[src/rtl/acpp_pkg.sv]
// Shared types, constants and helpers for the ASCII command packet parser.
package acpp_pkg;

	localparam int POS_W   = 5;
	localparam int VAL_W   = 14;
	localparam int TGT_W   = 4;
	localparam int ERR_W   = 2;
	localparam int BYTE_W  = 8;
	localparam int RES_W   = 3 * VAL_W + TGT_W + 1 + ERR_W;
	localparam int TDATA_W = ((RES_W + 7) / 8) * 8;

	localparam logic [BYTE_W-1:0] CHAR_ZERO  = 8'h30;
	localparam logic [BYTE_W-1:0] CHAR_ONE   = 8'h31;
	localparam logic [BYTE_W-1:0] CHAR_NINE  = 8'h39;
	localparam logic [BYTE_W-1:0] HEADER_RST = 8'h41;

	localparam logic [VAL_W-1:0] VAL_MAX = 14'h3FFF;

	localparam logic [ERR_W-1:0] ERR_NONE   = 2'd0;
	localparam logic [ERR_W-1:0] ERR_HEADER = 2'd1;
	localparam logic [ERR_W-1:0] ERR_DIGIT  = 2'd2;
	localparam logic [ERR_W-1:0] ERR_FIRE   = 2'd3;

	localparam logic [2:0] CMD_HEADER = 3'd0;
	localparam logic [2:0] CMD_SKIP   = 3'd1;
	localparam logic [2:0] CMD_DIGIT  = 3'd2;
	localparam logic [2:0] CMD_TARGET = 3'd3;
	localparam logic [2:0] CMD_FIRE   = 3'd4;

	localparam logic [1:0] FLD_YAW   = 2'd0;
	localparam logic [1:0] FLD_PITCH = 2'd1;
	localparam logic [1:0] FLD_DIST  = 2'd2;

	typedef struct packed {
		logic [2:0]       kind;
		logic [1:0]       field;
		logic [TGT_W-1:0] digit;
		logic             bad;
		logic             fire;
	} cmd_t;

	typedef struct packed {
		logic [ERR_W-1:0] error_code;
		logic             fire_flag;
		logic [TGT_W-1:0] target_count;
		logic [VAL_W-1:0] distance_value;
		logic [VAL_W-1:0] pitch_value;
		logic [VAL_W-1:0] yaw_value;
	} result_t;

	// acc * 10 + d, saturating
	function automatic logic [VAL_W-1:0] acc_digit(input logic [VAL_W-1:0] acc,
			input logic [TGT_W-1:0] d);
		logic [VAL_W+3:0] v;
		v = {acc, 3'b000} + {2'b00, acc, 1'b0} + {{VAL_W{1'b0}}, d};
		if (v > {4'b0000, VAL_MAX}) begin
			return VAL_MAX;
		end
		return v[VAL_W-1:0];
	endfunction

endpackage

[src/rtl/ascii_command_packet_parser.sv]
// ASCII command packet parser top level.
// One packet byte is taken per cycle on s_*; a packet is 4+3*DIGITS bytes
// (header, one ignored byte, yaw, pitch and distance fields of DIGITS decimal
// digits each, a target digit, and a fire byte '0'/'1'). The front end classifies
// each byte by its position and pushes a command into a two-entry queue; the
// back end accumulates the fields at one command per cycle and, on the fire
// command, loads the result register on m_* once any held result is taken.
// Sustained rate is one byte per cycle; input stalls only when the result
// register is still held and the queue has filled. On any error the values are
// zero and error_code gives the first error: 1 bad header, 2 non-digit, 3 bad
// fire byte. The expected header is written through cfg_* (reset 0x41).
module ascii_command_packet_parser import acpp_pkg::*; #(
	parameter int DIGITS = 4
) (
	input  logic               clk,
	input  logic               arst_n,
	input  logic               s_tvalid,
	output logic               s_tready,
	input  logic [BYTE_W-1:0]  s_tdata,  // [7:0] byte_value
	output logic               m_tvalid,
	input  logic               m_tready,
	output logic [TDATA_W-1:0] m_tdata,  // yaw_value, pitch_value, distance_value,
	                                     // target_count, fire_flag, error_code, zero pad
	input  logic               cfg_valid,
	output logic               cfg_ready,
	input  logic [BYTE_W-1:0]  cfg_data  // [7:0] header_byte
);

	logic [BYTE_W-1:0] header_q;
	logic              s_accept;
	cmd_t              front_cmd;
	cmd_t              back_cmd;
	logic              fifo_full;
	logic              fifo_empty;
	logic              pop;
	result_t           res;

	assign cfg_ready = 1'b1;
	assign s_tready  = !fifo_full;
	assign s_accept  = s_tvalid && s_tready;

	always_ff @(posedge clk or negedge arst_n) begin
		if (!arst_n) begin
			header_q <= HEADER_RST;
		end else if (cfg_valid && cfg_ready) begin
			header_q <= cfg_data;
		end
	end

	acpp_front #(.DIGITS(DIGITS)) u_front (
		.clk         (clk),
		.arst_n      (arst_n),
		.accept      (s_accept),
		.byte_value  (s_tdata),
		.header_byte (header_q),
		.cmd         (front_cmd)
	);

	acpp_fifo u_fifo (
		.clk      (clk),
		.arst_n   (arst_n),
		.push     (s_accept),
		.push_cmd (front_cmd),
		.pop      (pop),
		.pop_cmd  (back_cmd),
		.full     (fifo_full),
		.empty    (fifo_empty)
	);

	acpp_back u_back (
		.clk       (clk),
		.arst_n    (arst_n),
		.cmd_valid (!fifo_empty),
		.cmd       (back_cmd),
		.cmd_pop   (pop),
		.res_valid (m_tvalid),
		.res_ready (m_tready),
		.res       (res)
	);

	assign m_tdata = {{(TDATA_W - RES_W){1'b0}}, res};

	a_fifo_state: assert property (@(posedge clk) disable iff (!arst_n)
		!(fifo_full && fifo_empty))
		else $error("queue both full and empty");

	a_err_zero: assert property (@(posedge clk) disable iff (!arst_n)
		m_tvalid && (res.error_code != ERR_NONE) |-> (m_tdata[RES_W-ERR_W-1:0] == '0))
		else $error("nonzero values with error");

	a_target_digit: assert property (@(posedge clk) disable iff (!arst_n)
		m_tvalid |-> (res.target_count <= TGT_W'(9)))
		else $error("target count out of range");

endmodule

[src/rtl/acpp_front.sv]
// Front end: tracks byte position and classifies each byte into a command.
module acpp_front import acpp_pkg::*; #(
	parameter int DIGITS = 4
) (
	input  logic              clk,
	input  logic              arst_n,
	input  logic              accept,
	input  logic [BYTE_W-1:0] byte_value,
	input  logic [BYTE_W-1:0] header_byte,
	output cmd_t              cmd
);

	localparam logic [POS_W-1:0] F1_START = POS_W'(2 + DIGITS);
	localparam logic [POS_W-1:0] F2_START = POS_W'(2 + 2 * DIGITS);
	localparam logic [POS_W-1:0] TGT_POS  = POS_W'(2 + 3 * DIGITS);
	localparam logic [POS_W-1:0] LAST_POS = POS_W'(3 + 3 * DIGITS);

	logic [POS_W-1:0] pos_q;
	logic             is_digit;

	assign is_digit = (byte_value >= CHAR_ZERO) && (byte_value <= CHAR_NINE);

	always_comb begin
		cmd       = '0;
		cmd.digit = TGT_W'(byte_value - CHAR_ZERO);
		cmd.fire  = (byte_value == CHAR_ONE);
		if (pos_q == '0) begin
			cmd.kind = CMD_HEADER;
			cmd.bad  = (byte_value != header_byte);
		end else if (pos_q == POS_W'(1)) begin
			cmd.kind = CMD_SKIP;
		end else if (pos_q < TGT_POS) begin
			cmd.kind  = CMD_DIGIT;
			cmd.bad   = !is_digit;
			cmd.field = (pos_q >= F2_START) ? FLD_DIST :
			            (pos_q >= F1_START) ? FLD_PITCH : FLD_YAW;
		end else if (pos_q == TGT_POS) begin
			cmd.kind = CMD_TARGET;
			cmd.bad  = !is_digit;
		end else begin
			cmd.kind = CMD_FIRE;
			cmd.bad  = (byte_value != CHAR_ZERO) && (byte_value != CHAR_ONE);
		end
	end

	always_ff @(posedge clk or negedge arst_n) begin
		if (!arst_n) begin
			pos_q <= '0;
		end else if (accept) begin
			pos_q <= (pos_q == LAST_POS) ? '0 : pos_q + POS_W'(1);
		end
	end

endmodule

[src/rtl/acpp_fifo.sv]
// Two-entry command queue between front and back.
module acpp_fifo import acpp_pkg::*; (
	input  logic clk,
	input  logic arst_n,
	input  logic push,
	input  cmd_t push_cmd,
	input  logic pop,
	output cmd_t pop_cmd,
	output logic full,
	output logic empty
);

	cmd_t       mem_q [2];
	logic       wr_q;
	logic       rd_q;
	logic [1:0] cnt_q;

	assign full    = (cnt_q == 2'd2);
	assign empty   = (cnt_q == 2'd0);
	assign pop_cmd = mem_q[rd_q];

	always_ff @(posedge clk) begin
		if (push) begin
			mem_q[wr_q] <= push_cmd;
		end
	end

	always_ff @(posedge clk or negedge arst_n) begin
		if (!arst_n) begin
			wr_q  <= 1'b0;
			rd_q  <= 1'b0;
			cnt_q <= 2'd0;
		end else begin
			if (push) begin
				wr_q <= !wr_q;
			end
			if (pop) begin
				rd_q <= !rd_q;
			end
			if (push && !pop) begin
				cnt_q <= cnt_q + 2'd1;
			end else if (pop && !push) begin
				cnt_q <= cnt_q - 2'd1;
			end
		end
	end

endmodule

[src/rtl/acpp_back.sv]
// Back end: accumulates fields, tracks the first error, holds the result register.
module acpp_back import acpp_pkg::*; (
	input  logic    clk,
	input  logic    arst_n,
	input  logic    cmd_valid,
	input  cmd_t    cmd,
	output logic    cmd_pop,
	output logic    res_valid,
	input  logic    res_ready,
	output result_t res
);

	logic [VAL_W-1:0] yaw_q;
	logic [VAL_W-1:0] pitch_q;
	logic [VAL_W-1:0] dist_q;
	logic [TGT_W-1:0] tgt_q;
	logic [ERR_W-1:0] err_q;
	logic             res_valid_q;
	result_t          res_q;
	logic [ERR_W-1:0] fin_err;
	logic             ok;

	assign cmd_pop   = cmd_valid && ((cmd.kind != CMD_FIRE) || !res_valid_q || res_ready);
	assign res_valid = res_valid_q;
	assign res       = res_q;

	assign fin_err = (err_q != ERR_NONE) ? err_q : (cmd.bad ? ERR_FIRE : ERR_NONE);
	assign ok      = (fin_err == ERR_NONE);

	always_ff @(posedge clk or negedge arst_n) begin
		if (!arst_n) begin
			yaw_q   <= '0;
			pitch_q <= '0;
			dist_q  <= '0;
			tgt_q   <= '0;
			err_q   <= ERR_NONE;
		end else if (cmd_pop) begin
			priority if (cmd.kind == CMD_HEADER) begin
				yaw_q   <= '0;
				pitch_q <= '0;
				dist_q  <= '0;
				tgt_q   <= '0;
				err_q   <= cmd.bad ? ERR_HEADER : ERR_NONE;
			end else if (cmd.kind == CMD_DIGIT || cmd.kind == CMD_TARGET) begin
				if (cmd.bad) begin
					if (err_q == ERR_NONE) begin
						err_q <= ERR_DIGIT;
					end
				end else if (cmd.kind == CMD_TARGET) begin
					tgt_q <= cmd.digit;
				end else if (cmd.field == FLD_YAW) begin
					yaw_q <= acc_digit(yaw_q, cmd.digit);
				end else if (cmd.field == FLD_PITCH) begin
					pitch_q <= acc_digit(pitch_q, cmd.digit);
				end else begin
					dist_q <= acc_digit(dist_q, cmd.digit);
				end
			end else if (cmd.kind == CMD_FIRE) begin
				err_q <= fin_err;
			end else begin
				err_q <= err_q;
			end
		end
	end

	always_ff @(posedge clk or negedge arst_n) begin
		if (!arst_n) begin
			res_valid_q <= 1'b0;
		end else if (cmd_pop && cmd.kind == CMD_FIRE) begin
			res_valid_q <= 1'b1;
		end else if (res_ready) begin
			res_valid_q <= 1'b0;
		end
	end

	always_ff @(posedge clk) begin
		if (cmd_pop && cmd.kind == CMD_FIRE) begin
			res_q.error_code     <= fin_err;
			res_q.fire_flag      <= ok && cmd.fire;
			res_q.target_count   <= ok ? tgt_q : '0;
			res_q.distance_value <= ok ? dist_q : '0;
			res_q.pitch_value    <= ok ? pitch_q : '0;
			res_q.yaw_value      <= ok ? yaw_q : '0;
		end
	end

endmodule
[config.mk]
export PLATFORM = sky130hd
export DESIGN_NAME = ascii_command_packet_parser
export DESIGN_NICKNAME = d
export VERILOG_FILES = /design/src/rtl/acpp_pkg.sv /design/src/rtl/ascii_command_packet_parser.sv /design/src/rtl/acpp_front.sv /design/src/rtl/acpp_fifo.sv /design/src/rtl/acpp_back.sv
export SDC_FILE = /design/constraint.sdc
export NUM_CORES = 1
export LEC_CHECK = 0
export BUFFER_PORTS_ARGS = -buffer_cell sky130_fd_sc_hd__buf_2
export CAP_MARGIN = 20
export CORE_MARGIN = 2
export CORE_UTILIZATION = 52
export DETAILED_ROUTE_END_ITERATION = 16
export GPL_TIMING_DRIVEN = 0
export PLACE_DENSITY = 0.7
export SYNTH_ARGS = -nofsm -noshare
export SYNTH_HDL_FRONTEND = slang
export SYNTH_HIERARCHICAL = 1
export SYNTH_SLANG_ARGS = --single-unit
[constraint.sdc]
create_clock -name clk -period 9.1 [get_ports clk]
set_clock_uncertainty 0.05 [all_clocks]
set_input_delay 0.91 -clock clk [delete_from_list [all_inputs] [get_ports clk]]
set_output_delay 0.91 -clock clk [all_outputs]
set_load 0.01 [all_outputs]
==> impl_metrics.csv <==
group,metric,value,unit
status,outcome,"finished clean",
global_route,grt_pass1_wl,28300,um
synthesis,yosys.area_share.simple,12.2,%
synthesis,postSynthAreaPerCell,11.7,um2
cells_and_area,seq_area,3790,um2
cells_and_area,final_common_cell,"ha_1",
detailed_routing,dr.pass1.iters,7,
clocking,clock_latency,0.42,ns
detailed_routing,drt-vias-per-instance,5.65,
synthesis,synth.distinct_cells,78,
synthesis,ys_seq_area_share,45.4,%
power,p_leak,4.25,nW
detailed_routing,drtIter0Drc,383,
power,pwr-share-clk,17.1,%
detailed_routing,wire_per_inst,16.4,um
clocking,htree_levels,4,
clocking,clock_sinks,137,
global_route,antenna_found_initial,0,
sta,tightest_slew,0.955,ns
power,peakVddDrop,0.188,mV
power,powerDensity,387,nW/um2
synthesis,synth-compound-area-share,16.6,%
power,sw_frac_of_total,42.0,%
critical_path,cp.required,9.41,ns
synthesis,synth-adder-area-share,14.4,%
cells_and_area,areaGrowthSynthToFinish,14.8,%
synthesis,syn_area,8330,um2
sta,setup_violations,0,
critical_path,worstPathMaxFanout,10,
power,p_sw,1.56,mW
synthesis,synth_edf_count,71,
cells_and_area,finalNetCount,923,
cells_and_area,post-route-util,60.6,%
sta,final.min_clock_period,4.06,ns
sta,final_max_slew_viol_count,0,
clocking,hold_buffers,0,
clocking,numCtsBuffers,17,
synthesis,synth_seq_cells,137,
clocking,clkSlewWorstSetupHoldPaths,0.06,ns
global_route,grtUsageTotal,21.3,%
floorplanning,initial_core_util,52.8,%
detailed_routing,remaining_drc_errors,0,
synthesis,synthCells,714,
global_route,grt_pass1_vias,5901,
critical_path,r2r_slack,5.04,ns
clocking,root_buffer,"clkbuf_16",
placed_design,pre_cts_ws,5.07,ns
global_route,grt_overflow,0,
placed_design,routabilityCongestion,0.867,
power,pwr-share-comb,55.7,%
power,p_seq_share,27.2,%
floorplanning,die_w,131,um
synthesis,synth_top_family_by_area,"compound AO/OA/AOI/OAI gates",
global_route,grt_max_degree,67,
synthesis,synthXorXnorAreaFrac,4.61,%
cells_and_area,final_area,9560,um2
detailed_routing,finalWirelength,17000,um
placed_design,port_buffers,70,
job,maxCapViolCount,0,
sta,tns,0,ns
cells_and_area,antenna_cells,0,
power,power.total,3.70,mW
detailed_routing,drtAntennaViolNets,0,
critical_path,cp-end-kind,"register",
synthesis,async_reset_ff_share,48.2,%
clocking,cts-resized-gates,0,
floorplanning,core-area,15800,um2
sta,period_share,44.7,%
critical_path,crit_type,"reg2reg",
sta,fin_ws,5.04,ns
floorplanning,row_count,46,
clocking,cts_tree,"done",
placed_design,place_hpwl,12600,um
synthesis,yosysWarnings,6,
placed_design,dpl_cell_area,9010,um2
critical_path,crit_path_start_kind,"register",
floorplanning,dieArea,17000,um2
clocking,clockBufferDepth,2,
sta,hold_viol_final,0,
cells_and_area,most-common-layout-cells,"86 x ha_1, 73 x buf_2, 71 x edfxtp_1",
synthesis,synthFlopType,"edfxtp_1",
cells_and_area,num-fill-cells,1329,
cells_and_area,drive_gt1_share,22.1,%
detailed_routing,num_vias,5873,
sta,rsz0062_at_grt,"false",
cells_and_area,multiInputGateArea,4300,um2
power,p_int,2.15,mW
floorplanning,io_pins,80,
synthesis,synthMuxAreaShare,3.33,%
min_path,hp-class,"reg2reg",
sta,max-slew-margin-rel,36.2,%
clocking,cts_setup_buffers,0,
critical_path,arrival,4.37,ns
floorplanning,dieHeight,131,um
sta,fmax,246,MHz
==> area by class of cell <==
| class | instances | share of cell area (%) |
|---|---|---|
| plain buffers | 33 | 2.24 |
| multi-input cells | 533 | 44.9 |
| flip-flops and latches | 137 | 39.6 |
| clock buffers | 22 | 5.08 |
| repair buffers | 71 | 3.98 |
| clock inverters | 10 | 0.693 |
| well taps | 216 | 2.83 |
| inverters | 17 | 0.667 |
==> stage by stage <==
stage / std cells / hold slack [ns]
floorplan: 720 / 0.405
global placement: 1006 / 0.421
detailed placement: 1007 / 0.425
CTS: 1039 / 0.436
global route: 1039 / 0.464
finish: 1039 / 0.431
==> cell families after synthesis <==
logic type / Yosys count
muxes: 19
AOI/OAI and AO/OA: 187
xor gates and xnor gates: 43
other: 2
DFF: 137
and+or+nand+nor: 184
buffers and inverters: 50
adders and majority gates: 92
==> final timing paths <==
path | start | endpoint | cells after the start
setup / recovery | u_fifo/rd_q | u_back/yaw_q[5] | 12
hold / removal | u_fifo/wr_q | u_fifo/wr_q | 1
setup reg to reg | u_fifo/rd_q | u_back/yaw_q[5] | 12
hold reg to reg | u_fifo/wr_q | u_fifo/wr_q | 1
max in group asynchronous | arst_n | u_back/res_valid | 1
min in group asynchronous | arst_n | u_back/dist_q[3] | 1
==> power groups by stage <==
stage          clock, mW  sequential, mW  combinational [mW]
2_1_floorplan          0           0.995                1.58
3_3_place_gp           0            1.01                1.94
3_5_place_dp           0            1.02                2.03
4_1_cts            0.650            1.01                2.05
5_1_grt            0.678            1.03                2.30
6_report           0.634            1.01                2.06
==> Yosys cell counts, types with 5 or more instances <==
| cell type | instances | area share, % |
|---|---|---|
| o21ba_2 | 14 | 1.7 |
| fa_1 | 6 | 1.4 |
| o21ai_0 | 28 | 1.7 |
| a211oi_1 | 7 | 0.63 |
| buf_4 | 14 | 1.3 |
| nand2_1 | 28 | 1.3 |
| edfxtp_1 | 71 | 26 |
| dfrtp_1 | 64 | 19 |
| xnor2_1 | 23 | 2.4 |
| mux2_4 | 17 | 3.1 |
| nand3_1 | 9 | 0.54 |
| and2_1 | 49 | 3.7 |
| nor2b_1 | 8 | 0.60 |
| and3_1 | 6 | 0.45 |
| nor3_1 | 17 | 1.0 |
| nand4_1 | 6 | 0.45 |
| xor2_1 | 19 | 2.0 |
| a21oi_1 | 46 | 2.8 |
| clkbuf_1 | 10 | 0.45 |
| nand2b_1 | 5 | 0.38 |
| a221o_1 | 22 | 2.6 |
| nor2_1 | 33 | 1.5 |
| inv_1 | 17 | 0.77 |
| o21a_1 | 5 | 0.45 |
| a21o_1 | 9 | 0.81 |
| ha_1 | 86 | 13 |
==> sequential cells by signal, indices dropped and copies added (netlist names), 2 cells and up <==
name and flops:
u_back/res 49, u_fifo/mem_q 22, u_back/dist_q 14, u_back/pitch_q 14
u_back/yaw_q 14, header_q 8, u_front/pos_q 5, u_back/tgt_q 4
u_back/err_q 2, u_fifo/cnt_q 2
==> critical path, cell delays in order (launching register included) <==
cell,delay [ns]
dfrtp_1,0.41
buf_6,0.20
mux2_4,0.38
fa_1,0.55
fa_1,0.51
a21o_1,0.18
nand2_1,0.08
o22ai_1,0.10
a2111oi_0,0.46
nor2_1,0.08
o2111ai_1,0.48
buf_2,0.33
o21ba_2,0.17
==> layer usage <==
| layer | vias up | wire, um | track usage [%] | share of wire (%) |
|---|---|---|---|---|
| met4 | 0 | 248 | 7.45 | 1.5 |
| met5 | - | 0 | 0 | 0 |
| met1 | 2838 | 7680 | 26.6 | 45 |
| met3 | 22 | 680 | 5.05 | 4.0 |
| met2 | 148 | 8430 | 36.4 | 49 |
| li1 | 2865 | - | - | - |
(Power assumes the default switching activity.)
